### config.mk
export PLATFORM = sky130hd
export DESIGN_NAME = hextile_tile_decoder
export DESIGN_NICKNAME = d
export VERILOG_FILES = /design/src/rtl/htd_pkg.sv /design/src/rtl/htd_parser.sv /design/src/rtl/htd_out_stage.sv /design/src/rtl/hextile_tile_decoder.sv
export SDC_FILE = /design/constraint.sdc
export NUM_CORES = 1
export LEC_CHECK = 0
export BUFFER_PORTS_ARGS = -buffer_cell sky130_fd_sc_hd__buf_2
export CORE_ASPECT_RATIO = 1.1
export CORE_MARGIN = 8
export CORE_UTILIZATION = 55
export DETAILED_ROUTE_END_ITERATION = 8
export GPL_TIMING_DRIVEN = 1
export PLACE_DENSITY = 0.71
export SETUP_SLACK_MARGIN = 0.15
export SKIP_CTS_REPAIR_TIMING = 1
export SYNTH_ARGS = -nofsm -noshare
export SYNTH_HDL_FRONTEND = slang
export SYNTH_SLANG_ARGS = --single-unit
### constraint.sdc
create_clock -name clk_i -period 11.05 [get_ports clk_i]
set_input_delay 2.21 -clock clk_i [delete_from_list [all_inputs] [get_ports clk_i]]
set_output_delay 2.21 -clock clk_i [all_outputs]
set_load 0.01 [all_outputs]
### src/rtl/htd_pkg.sv
// Shared types and constants for the hextile tile decoder.
`default_nettype none

package htd_pkg;

  // Default pixel width in bits
  localparam int unsigned PIXEL_BITS_DEF = 32;

  // Byte lane index inside one pixel (a pixel has at most four bytes)
  localparam int unsigned BIDX_W = 2;

  // Input word mode codes
  localparam logic MODE_START = 1'b0;
  localparam logic MODE_DATA  = 1'b1;

  // Result kinds
  typedef enum logic [1:0] {
    KIND_FILL  = 2'd0,
    KIND_PIXEL = 2'd1,
    KIND_EMPTY = 2'd2
  } kind_e;

  // One input word
  typedef struct packed {
    logic        mode;
    logic [15:0] rect_x;
    logic [15:0] rect_y;
    logic [15:0] rect_w;
    logic [15:0] rect_h;
    logic [7:0]  data_byte;
  } in_word_t;

  // One result word
  typedef struct packed {
    logic [1:0]  kind;
    logic [15:0] out_x;
    logic [15:0] out_y;
    logic [4:0]  out_w;
    logic [4:0]  out_h;
    logic [31:0] color;
    logic        rect_done;
  } out_word_t;

  // Result handed from the parser to the output stage
  typedef struct packed {
    logic      valid;
    out_word_t word;
  } res_t;

endpackage

`default_nettype wire

### src/rtl/htd_parser.sv
// Hextile stream parser: tile walk, header decode, pixel assembly, result build.
`default_nettype none

module htd_parser #(
  parameter int unsigned PIXEL_BITS = htd_pkg::PIXEL_BITS_DEF
) (
  input  wire logic             clk_i,
  input  wire logic             rst_ni,
  input  wire logic             accept_i,
  input  wire htd_pkg::in_word_t word_i,
  output htd_pkg::res_t          res_o
);
  import htd_pkg::*;

  localparam int unsigned PIX_BYTES = (PIXEL_BITS + 7) / 8;
  localparam int unsigned ACC_W     = PIX_BYTES * 8;

  // Header stage codes
  localparam logic [1:0] HDR_SUBENC = 2'd0;
  localparam logic [1:0] HDR_BG     = 2'd1;
  localparam logic [1:0] HDR_FG     = 2'd2;
  localparam logic [1:0] HDR_COUNT  = 2'd3;

  typedef enum logic [8:0] {
    PH_IDLE   = 9'b000000001,
    PH_SUBENC = 9'b000000010,
    PH_BG     = 9'b000000100,
    PH_FG     = 9'b000001000,
    PH_COUNT  = 9'b000010000,
    PH_RAW    = 9'b000100000,
    PH_SRCOL  = 9'b001000000,
    PH_SRXY   = 9'b010000000,
    PH_SRWH   = 9'b100000000
  } phase_e;

  phase_e                phase_q, phase_d;
  logic [15:0]           origin_x_q, origin_x_d;
  logic [3:0]            tail_w_q, tail_w_d;
  logic [3:0]            tail_h_q, tail_h_d;
  logic [11:0]           last_col_q, last_col_d;
  logic [11:0]           last_row_q, last_row_d;
  logic [11:0]           tile_col_q, tile_col_d;
  logic [11:0]           tile_row_q, tile_row_d;
  logic [15:0]           tile_x_q, tile_x_d;
  logic [15:0]           tile_y_q, tile_y_d;
  logic [4:0]            flags_q, flags_d;
  logic [PIXEL_BITS-1:0] bg_q, bg_d;
  logic [PIXEL_BITS-1:0] fg_q, fg_d;
  logic [PIXEL_BITS-1:0] src_q, src_d;
  logic [ACC_W-1:0]      acc_q, acc_d;
  logic [BIDX_W-1:0]     bidx_q, bidx_d;
  logic [7:0]            count_q, count_d;
  logic [7:0]            pos_q, pos_d;
  logic [3:0]            raw_col_q, raw_col_d;
  logic [3:0]            raw_row_q, raw_row_d;

  logic [7:0]            b;
  logic [ACC_W-1:0]      acc_new;
  logic                  pix_done;
  logic [PIXEL_BITS-1:0] pix;
  logic                  last_col, last_row, last_tile;
  logic [4:0]            tile_w, tile_h;
  logic                  raw_last;
  logic [15:0]           start_wm1, start_hm1;

  logic                  hdr_run;
  logic [1:0]            hdr_stage;
  logic [4:0]            flg;
  logic [7:0]            cnt_v;
  logic [PIXEL_BITS-1:0] bg_v;
  logic                  do_next;
  logic [7:0]            cnt_dec;
  res_t                  res;

  assign b = word_i.data_byte;

  // Place the incoming byte into its lane of the pixel being assembled
  always_comb begin
    acc_new = acc_q;
    for (int i = 0; i < PIX_BYTES; i++) begin
      if (bidx_q == BIDX_W'(i)) begin
        acc_new[8*i +: 8] = b;
      end
    end
  end

  assign pix_done = (bidx_q == BIDX_W'(PIX_BYTES - 1));
  assign pix      = acc_new[PIXEL_BITS-1:0];

  // Geometry of the current tile
  assign last_col  = (tile_col_q == last_col_q);
  assign last_row  = (tile_row_q == last_row_q);
  assign last_tile = last_col & last_row;
  assign tile_w    = (last_col && tail_w_q != 4'd0) ? {1'b0, tail_w_q} : 5'd16;
  assign tile_h    = (last_row && tail_h_q != 4'd0) ? {1'b0, tail_h_q} : 5'd16;
  assign raw_last  = ({1'b0, raw_col_q} == tile_w - 5'd1) &&
                     ({1'b0, raw_row_q} == tile_h - 5'd1);
  assign start_wm1 = word_i.rect_w - 16'd1;
  assign start_hm1 = word_i.rect_h - 16'd1;
  assign cnt_dec   = count_q - 8'd1;

  // Decode one word: next state and result
  always_comb begin
    phase_d    = phase_q;
    origin_x_d = origin_x_q;
    tail_w_d   = tail_w_q;
    tail_h_d   = tail_h_q;
    last_col_d = last_col_q;
    last_row_d = last_row_q;
    tile_col_d = tile_col_q;
    tile_row_d = tile_row_q;
    tile_x_d   = tile_x_q;
    tile_y_d   = tile_y_q;
    flags_d    = flags_q;
    bg_d       = bg_q;
    fg_d       = fg_q;
    src_d      = src_q;
    acc_d      = acc_q;
    bidx_d     = bidx_q;
    count_d    = count_q;
    pos_d      = pos_q;
    raw_col_d  = raw_col_q;
    raw_row_d  = raw_row_q;
    res        = '0;
    hdr_run    = 1'b0;
    hdr_stage  = HDR_SUBENC;
    flg        = flags_q;
    cnt_v      = count_q;
    bg_v       = bg_q;
    do_next    = 1'b0;

    if (accept_i) begin
      if (word_i.mode == MODE_START) begin
        // Start a rectangle, dropping anything in progress
        origin_x_d = word_i.rect_x;
        tile_x_d   = word_i.rect_x;
        tile_y_d   = word_i.rect_y;
        tail_w_d   = word_i.rect_w[3:0];
        tail_h_d   = word_i.rect_h[3:0];
        last_col_d = start_wm1[15:4];
        last_row_d = start_hm1[15:4];
        tile_col_d = '0;
        tile_row_d = '0;
        flags_d    = '0;
        bg_d       = '0;
        fg_d       = '0;
        src_d      = '0;
        acc_d      = '0;
        bidx_d     = '0;
        count_d    = '0;
        pos_d      = '0;
        raw_col_d  = '0;
        raw_row_d  = '0;
        if (word_i.rect_w == 16'd0 || word_i.rect_h == 16'd0) begin
          res.valid          = 1'b1;
          res.word.kind      = KIND_EMPTY;
          res.word.out_x     = word_i.rect_x;
          res.word.out_y     = word_i.rect_y;
          res.word.rect_done = 1'b1;
          phase_d            = PH_IDLE;
        end else begin
          phase_d = PH_SUBENC;
        end
      end else begin
        unique case (phase_q)
          PH_IDLE: begin
            // Drop stray data
          end
          PH_SUBENC: begin
            flg     = b[4:0];
            flags_d = b[4:0];
            count_d = '0;
            cnt_v   = '0;
            acc_d   = '0;
            bidx_d  = '0;
            if (b[0]) begin
              bg_d      = '0;
              fg_d      = '0;
              raw_col_d = '0;
              raw_row_d = '0;
              phase_d   = PH_RAW;
            end else begin
              hdr_run   = 1'b1;
              hdr_stage = HDR_SUBENC;
            end
          end
          PH_BG: begin
            acc_d  = acc_new;
            bidx_d = bidx_q + BIDX_W'(1);
            if (pix_done) begin
              acc_d     = '0;
              bidx_d    = '0;
              bg_d      = pix;
              bg_v      = pix;
              hdr_run   = 1'b1;
              hdr_stage = HDR_BG;
            end
          end
          PH_FG: begin
            acc_d  = acc_new;
            bidx_d = bidx_q + BIDX_W'(1);
            if (pix_done) begin
              acc_d     = '0;
              bidx_d    = '0;
              fg_d      = pix;
              hdr_run   = 1'b1;
              hdr_stage = HDR_FG;
            end
          end
          PH_COUNT: begin
            count_d   = b;
            cnt_v     = b;
            hdr_run   = 1'b1;
            hdr_stage = HDR_COUNT;
          end
          PH_RAW: begin
            acc_d  = acc_new;
            bidx_d = bidx_q + BIDX_W'(1);
            if (pix_done) begin
              acc_d              = '0;
              bidx_d             = '0;
              res.valid          = 1'b1;
              res.word.kind      = KIND_PIXEL;
              res.word.out_x     = tile_x_q + 16'(raw_col_q);
              res.word.out_y     = tile_y_q + 16'(raw_row_q);
              res.word.out_w     = 5'd1;
              res.word.out_h     = 5'd1;
              res.word.color     = 32'(pix);
              res.word.rect_done = raw_last & last_tile;
              if (raw_last) begin
                do_next = 1'b1;
              end else if ({1'b0, raw_col_q} == tile_w - 5'd1) begin
                raw_col_d = '0;
                raw_row_d = raw_row_q + 4'd1;
              end else begin
                raw_col_d = raw_col_q + 4'd1;
              end
            end
          end
          PH_SRCOL: begin
            acc_d  = acc_new;
            bidx_d = bidx_q + BIDX_W'(1);
            if (pix_done) begin
              acc_d   = '0;
              bidx_d  = '0;
              src_d   = pix;
              phase_d = PH_SRXY;
            end
          end
          PH_SRXY: begin
            pos_d   = b;
            phase_d = PH_SRWH;
          end
          PH_SRWH: begin
            count_d            = cnt_dec;
            res.valid          = 1'b1;
            res.word.kind      = KIND_FILL;
            res.word.out_x     = tile_x_q + 16'(pos_q[7:4]);
            res.word.out_y     = tile_y_q + 16'(pos_q[3:0]);
            res.word.out_w     = 5'(b[7:4]) + 5'd1;
            res.word.out_h     = 5'(b[3:0]) + 5'd1;
            res.word.color     = flags_q[4] ? 32'(src_q) : 32'(fg_q);
            res.word.rect_done = (cnt_dec == 8'd0) & last_tile;
            if (cnt_dec == 8'd0) begin
              do_next = 1'b1;
            end else begin
              phase_d = flags_q[4] ? PH_SRCOL : PH_SRXY;
            end
          end
          default: begin
          end
        endcase
      end
    end

    // Advance through the optional header fields, then emit the tile fill
    if (hdr_run) begin
      if (hdr_stage < HDR_BG && flg[1]) begin
        phase_d = PH_BG;
      end else if (hdr_stage < HDR_FG && flg[2]) begin
        phase_d = PH_FG;
      end else if (hdr_stage < HDR_COUNT && flg[3]) begin
        phase_d = PH_COUNT;
      end else begin
        if (flg[4]) begin
          fg_d = '0;
        end
        res.valid          = 1'b1;
        res.word.kind      = KIND_FILL;
        res.word.out_x     = tile_x_q;
        res.word.out_y     = tile_y_q;
        res.word.out_w     = tile_w;
        res.word.out_h     = tile_h;
        res.word.color     = 32'(bg_v);
        res.word.rect_done = (cnt_v == 8'd0) & last_tile;
        if (cnt_v == 8'd0) begin
          do_next = 1'b1;
        end else begin
          phase_d = flg[4] ? PH_SRCOL : PH_SRXY;
        end
      end
    end

    // Step to the next tile in row-major order, or finish
    if (do_next) begin
      if (!last_col) begin
        tile_col_d = tile_col_q + 12'd1;
        tile_x_d   = tile_x_q + 16'd16;
        phase_d    = PH_SUBENC;
      end else if (!last_row) begin
        tile_col_d = '0;
        tile_row_d = tile_row_q + 12'd1;
        tile_x_d   = origin_x_q;
        tile_y_d   = tile_y_q + 16'd16;
        phase_d    = PH_SUBENC;
      end else begin
        phase_d = PH_IDLE;
      end
    end
  end

  assign res_o = res;

  // Parser state
  always_ff @(posedge clk_i or negedge rst_ni) begin
    if (!rst_ni) begin
      phase_q <= PH_IDLE;
    end else begin
      phase_q <= phase_d;
    end
  end

  // Geometry, colors and assembly registers; a start word sets them all
  always_ff @(posedge clk_i) begin
    origin_x_q <= origin_x_d;
    tail_w_q   <= tail_w_d;
    tail_h_q   <= tail_h_d;
    last_col_q <= last_col_d;
    last_row_q <= last_row_d;
    tile_col_q <= tile_col_d;
    tile_row_q <= tile_row_d;
    tile_x_q   <= tile_x_d;
    tile_y_q   <= tile_y_d;
    flags_q    <= flags_d;
    bg_q       <= bg_d;
    fg_q       <= fg_d;
    src_q      <= src_d;
    acc_q      <= acc_d;
    bidx_q     <= bidx_d;
    count_q    <= count_d;
    pos_q      <= pos_d;
    raw_col_q  <= raw_col_d;
    raw_row_q  <= raw_row_d;
  end

endmodule

`default_nettype wire

### src/rtl/htd_out_stage.sv
// Result register between the parser and the output channel.
`default_nettype none

module htd_out_stage (
  input  wire logic              clk_i,
  input  wire logic              rst_ni,
  input  wire htd_pkg::res_t      res_i,
  output logic                   busy_o,
  output logic                   out_valid_o,
  input  wire logic              out_stall_i,
  output htd_pkg::out_word_t      out_word_o
);
  import htd_pkg::*;

  logic      valid_q, valid_d;
  out_word_t word_q;

  // Hold while the receiver stalls a pending word
  assign busy_o  = valid_q & out_stall_i;
  assign valid_d = res_i.valid | busy_o;

  always_ff @(posedge clk_i or negedge rst_ni) begin
    if (!rst_ni) begin
      valid_q <= 1'b0;
    end else begin
      valid_q <= valid_d;
    end
  end

  // Load a new word only when one is produced
  always_ff @(posedge clk_i) begin
    if (res_i.valid) begin
      word_q <= res_i.word;
    end
  end

  assign out_valid_o = valid_q;
  assign out_word_o  = word_q;

endmodule

`default_nettype wire

### src/rtl/hextile_tile_decoder.sv
// Hextile rectangle decoder top level: parser plus output register.
//
//   channel  dir  payload               handshake
//   in       in   htd_pkg::in_word_t    in_valid_i / in_stall_o
//   out      out  htd_pkg::out_word_t   out_valid_o / out_stall_i
//
// One word is taken per cycle while the input does not stall; its result, if any, shows on the output
// in the cycle after acceptance, as the parser decodes combinationally ahead of the result register.
// Reset clears the parser phase to idle and empties the result register.
// The input stalls only while a result waits in the register and the sink stalls.
`default_nettype none

module hextile_tile_decoder #(
  parameter int unsigned PIXEL_BITS = htd_pkg::PIXEL_BITS_DEF
) (
  input  wire logic              clk_i,
  input  wire logic              rst_ni,
  input  wire logic              in_valid_i,
  output logic                   in_stall_o,
  input  wire htd_pkg::in_word_t  in_word_i,
  output logic                   out_valid_o,
  input  wire logic              out_stall_i,
  output htd_pkg::out_word_t      out_word_o
);
  import htd_pkg::*;

  logic accept;
  logic busy;
  res_t res;

  // Take a word whenever the result register can absorb its result
  assign in_stall_o = busy;
  assign accept     = in_valid_i & ~busy;

  htd_parser #(
    .PIXEL_BITS(PIXEL_BITS)
  ) u_parser (
    .clk_i   (clk_i),
    .rst_ni  (rst_ni),
    .accept_i(accept),
    .word_i  (in_word_i),
    .res_o   (res)
  );

  htd_out_stage u_out (
    .clk_i      (clk_i),
    .rst_ni     (rst_ni),
    .res_i      (res),
    .busy_o     (busy),
    .out_valid_o(out_valid_o),
    .out_stall_i(out_stall_i),
    .out_word_o (out_word_o)
  );

endmodule

`default_nettype wire

==> results.py <==
metrics = {
    "run_status": {
        "run_status": "finished, final reports clean",
    },
    "power_and_ir_drop": {
        "irDropWorstVdd_mv": 0.130,
        "power.density_mw_per_mm2": 157,
        "power.total_uw": 3260,
        "p_leak_uw": 0.00786,
    },
    "place": {
        "gp_congestion": 0.902,
        "hpwl_um": 34000,
        "portBuffers": 155,
        "place_area_sq_mm": 0.0194,
        "dpl_worst_slack_ns": 3.65,
    },
    "grt": {
        "grt_max_degree": 56,
        "track_usage": 0.260,
        "grt-ovfl-total": 0,
        "grt_pass1_wl_um": 82700,
        "grt_pass1_vias": 14849,
        "antenna_found_initial": 0,
    },
    "route": {
        "drt-initial-drc-count": 1581,
        "dr.pass1.iters": 6,
        "vias_per_cell": 6.29,
        "vias": 15135,
        "wl_um": 53100,
        "wl_per_cell_um": 22.1,
        "drc_errors": 0,
        "antenna_left": 0,
    },
    "synthesis": {
        "synth_edf_count": 259,
        "yosys_register_bits": 349,
        "seq_area_frac_synth": 0.524,
        "synth_cell_type_count": 82,
        "synth.net_count": 1954,
        "synth_area_sq_mm": 0.0184,
        "synth_area_per_cell_sq_um": 9.97,
        "yosysWarningCount": 0,
        "syn_inst": 1841,
        "ys.flop_type": "edfxtp_1",
        "synthArstFlopShare": 0.0287,
    },
    "clocking": {
        "ctsRootBufferMaster": "clkbuf_16",
        "cts_buffers": 38,
        "cts_max_level": 2,
        "clk_pin_slew_ns": 0.06,
        "cts.path.max_buffers": 3,
        "clock_latency_ns": 0.54,
        "cts_tree": "built",
        "cts.sinks": 349,
    },
    "floorplan": {
        "num_io_pins": 156,
        "die_h_um": 208,
        "row_count": 70,
        "start_util": 0.555,
        "die_width_um": 190,
        "die_area_sq_mm": 0.0395,
        "coreArea_sq_mm": 0.0331,
    },
    "critical_path": {
        "crit_arrival_ns": 7.00,
        "slowest_delay_ns": 0.90,
        "slowest_stage": "o21ai_4",
        "end_kind": "register",
        "crit_fanout": 46,
        "startpoint_type": "input pin",
        "path_class": "input pin to register",
        "worstPathRequired_ns": 11.22,
        "crit_chain": "buf_2, nor4_1, nand4b_1, nor4_1, nor4b_1, a21oi_1, nor2_1, a21oi_1, o21ai_4, buf_4",
    },
    "finish": {
        "nets": 2057,
        "syn_to_final_growth_pct": 12.8,
        "n_antenna_cell": 0,
        "drive_gt1_frac": 0.139,
        "fill_cells": 2738,
        "finalInstanceArea_sq_mm": 0.0207,
    },
    "timing": {
        "finalSetupViolations": 0,
        "setup_ws_ns": 4.22,
        "rsz0062_at_grt": "no",
        "hold_violations": 0,
        "fin_crit_ns": 6.83,
        "drv_slew": 0,
        "tns_ns": 0,
        "max_freq_ghz": 0.146,
        "skew_ns": 0.0162,
        "relSlewSlack": 0.242,
        "min_period_over_period": 0.618,
        "tightest_slew_ns": 1.13,
    },
    "run": {
        "cap_violations": 0,
    },
    "worst_hold_path": {
        "hp-class": "register to register",
    },
}
## per-layer routing
metal / vias up / global-route usage / share of wire
met5: - / 0 / 0
met4: 0 / 0.122 / 0.044
met3: 165 / 0.0433 / 0.076
met2: 710 / 0.436 / 0.48
met1: 7252 / 0.324 / 0.40
li1: 7008 / - / -
## cell usage after synthesis (5+ instances only)
library cell / n / area share
edfxtp_1: 259 / 0.42
nand4_1: 18 / 0.0061
xor2_1: 38 / 0.018
o31ai_1: 9 / 0.0037
nor2_1: 244 / 0.050
nand2b_1: 15 / 0.0051
dfxtp_1: 80 / 0.087
mux2i_1: 71 / 0.039
nand2_1: 171 / 0.035
dfrtp_1: 9 / 0.012
nand3b_1: 6 / 0.0025
inv_1: 43 / 0.0088
nor3_1: 38 / 0.010
o311ai_1: 5 / 0.0024
o211ai_1: 14 / 0.0057
o21a_1: 13 / 0.0053
xnor2_1: 41 / 0.020
and3_1: 30 / 0.010
nand3_1: 44 / 0.012
or3_1: 6 / 0.0020
ha_1: 32 / 0.022
or2_2: 5 / 0.0017
a221o_1: 18 / 0.0098
o22ai_1: 11 / 0.0037
nor2b_1: 5 / 0.0017
a22oi_1: 28 / 0.011
clkbuf_1: 92 / 0.019
a211oi_1: 31 / 0.013
o221ai_1: 10 / 0.0048
a31oi_1: 20 / 0.0068
nor4_1: 12 / 0.0041
o21ai_0: 121 / 0.033
o21ai_1: 21 / 0.0057
buf_6: 5 / 0.0031
and2_1: 13 / 0.0044
a21o_1: 18 / 0.0074
a21oi_1: 127 / 0.035
o22a_1: 17 / 0.0081
nand4b_1: 5 / 0.0024
buf_2: 18 / 0.0049
## sequential cells by signal, summed over array words and instances, names as in the netlist, 8 cells and up
register / count
u_parser.tile_col_q: 12
u_parser.fg_q: 32
u_parser.last_col_q: 12
u_parser.count_q: 8
u_parser.tile_y_q: 16
u_parser.last_row_q: 12
u_parser.tile_x_q: 16
u_out.out_word_o: 77
u_parser.pos_q: 8
u_parser.bg_q: 32
u_parser.acc_q: 32
u_parser.phase_q: 9
u_parser.tile_row_q: 12
u_parser.origin_x_q: 16
u_parser.src_q: 32
## logic make-up after synthesis
logic type / share of synthesized area
adder cells (fa/ha/maj): 0.0262
AND/OR/NAND/NOR: 0.159
AO/OA/AOI/OAI: 0.176
buffers and inverters: 0.0371
XOR/XNOR: 0.0377
flip-flops: 0.524
multiplexers: 0.0393
## worst max-delay path: cells and delay by family
| kind | cells | cell delay [ns] |
|---|---|---|
| buffers and inverters | 2 | 0.77 |
| and+or+nand+nor | 5 | 2.69 |
| AOI/OAI and AO/OA | 3 | 1.25 |
## path summary, 6_finish.rpt
path                                         start                    end  slack, ns  cells after the start
max                                  in_word_i[27]   u_out.out_word_o[11]       4.22                     10
min                        u_parser.origin_x_q[15]  u_parser.tile_x_q[15]       0.49                      2
max reg2reg                      u_out.out_valid_o   u_out.out_word_o[11]       6.27                     12
min reg2reg                u_parser.origin_x_q[15]  u_parser.tile_x_q[15]       0.49                      2
max in group asynchronous                   rst_ni    u_parser.phase_q[0]       9.22                      1
min in group asynchronous                   rst_ni    u_parser.phase_q[3]       1.55                      1
## cell type report
class	instances	area, sq um	area share
Sequential cell	349	9630	0.465
Multi-Input combinational cell	1327	8110	0.392
Clock buffer	49	1030	0.0499
Timing Repair Buffer	183	986	0.0476
Tap cell	432	541	0.0261
Clock inverter	21	239	0.0115
Inverter	45	169	0.00816
## cells in the final DEF (no fill, tap or decap), types with 42 or more instances in the layout
| cell type | n |
|---|---|
| nor2_1 | 241 |
| nand3_1 | 42 |
| edfxtp_1 | 259 |
| a21oi_1 | 125 |
| buf_2 | 155 |
| mux2i_1 | 71 |
| o21ai_0 | 120 |
| nand2_1 | 170 |
| dfxtp_1 | 80 |
| inv_1 | 42 |
## through the flow
step	cells	hold WS, ns	utilization
floorplan	1841	0.449	-
global placement	2336	0.463	0.587
detailed placement	2336	0.468	0.587
CTS	2406	0.484	0.626
global route	2406	0.512	0.626
finish	2406	0.488	0.626
## report_power, final
group	internal [uW]	total (uW)	switching, uW
sequential	1490	1560	67.6
combinational	137	398	261
clock	780	1310	527
Power figures use the tool's default switching activity.
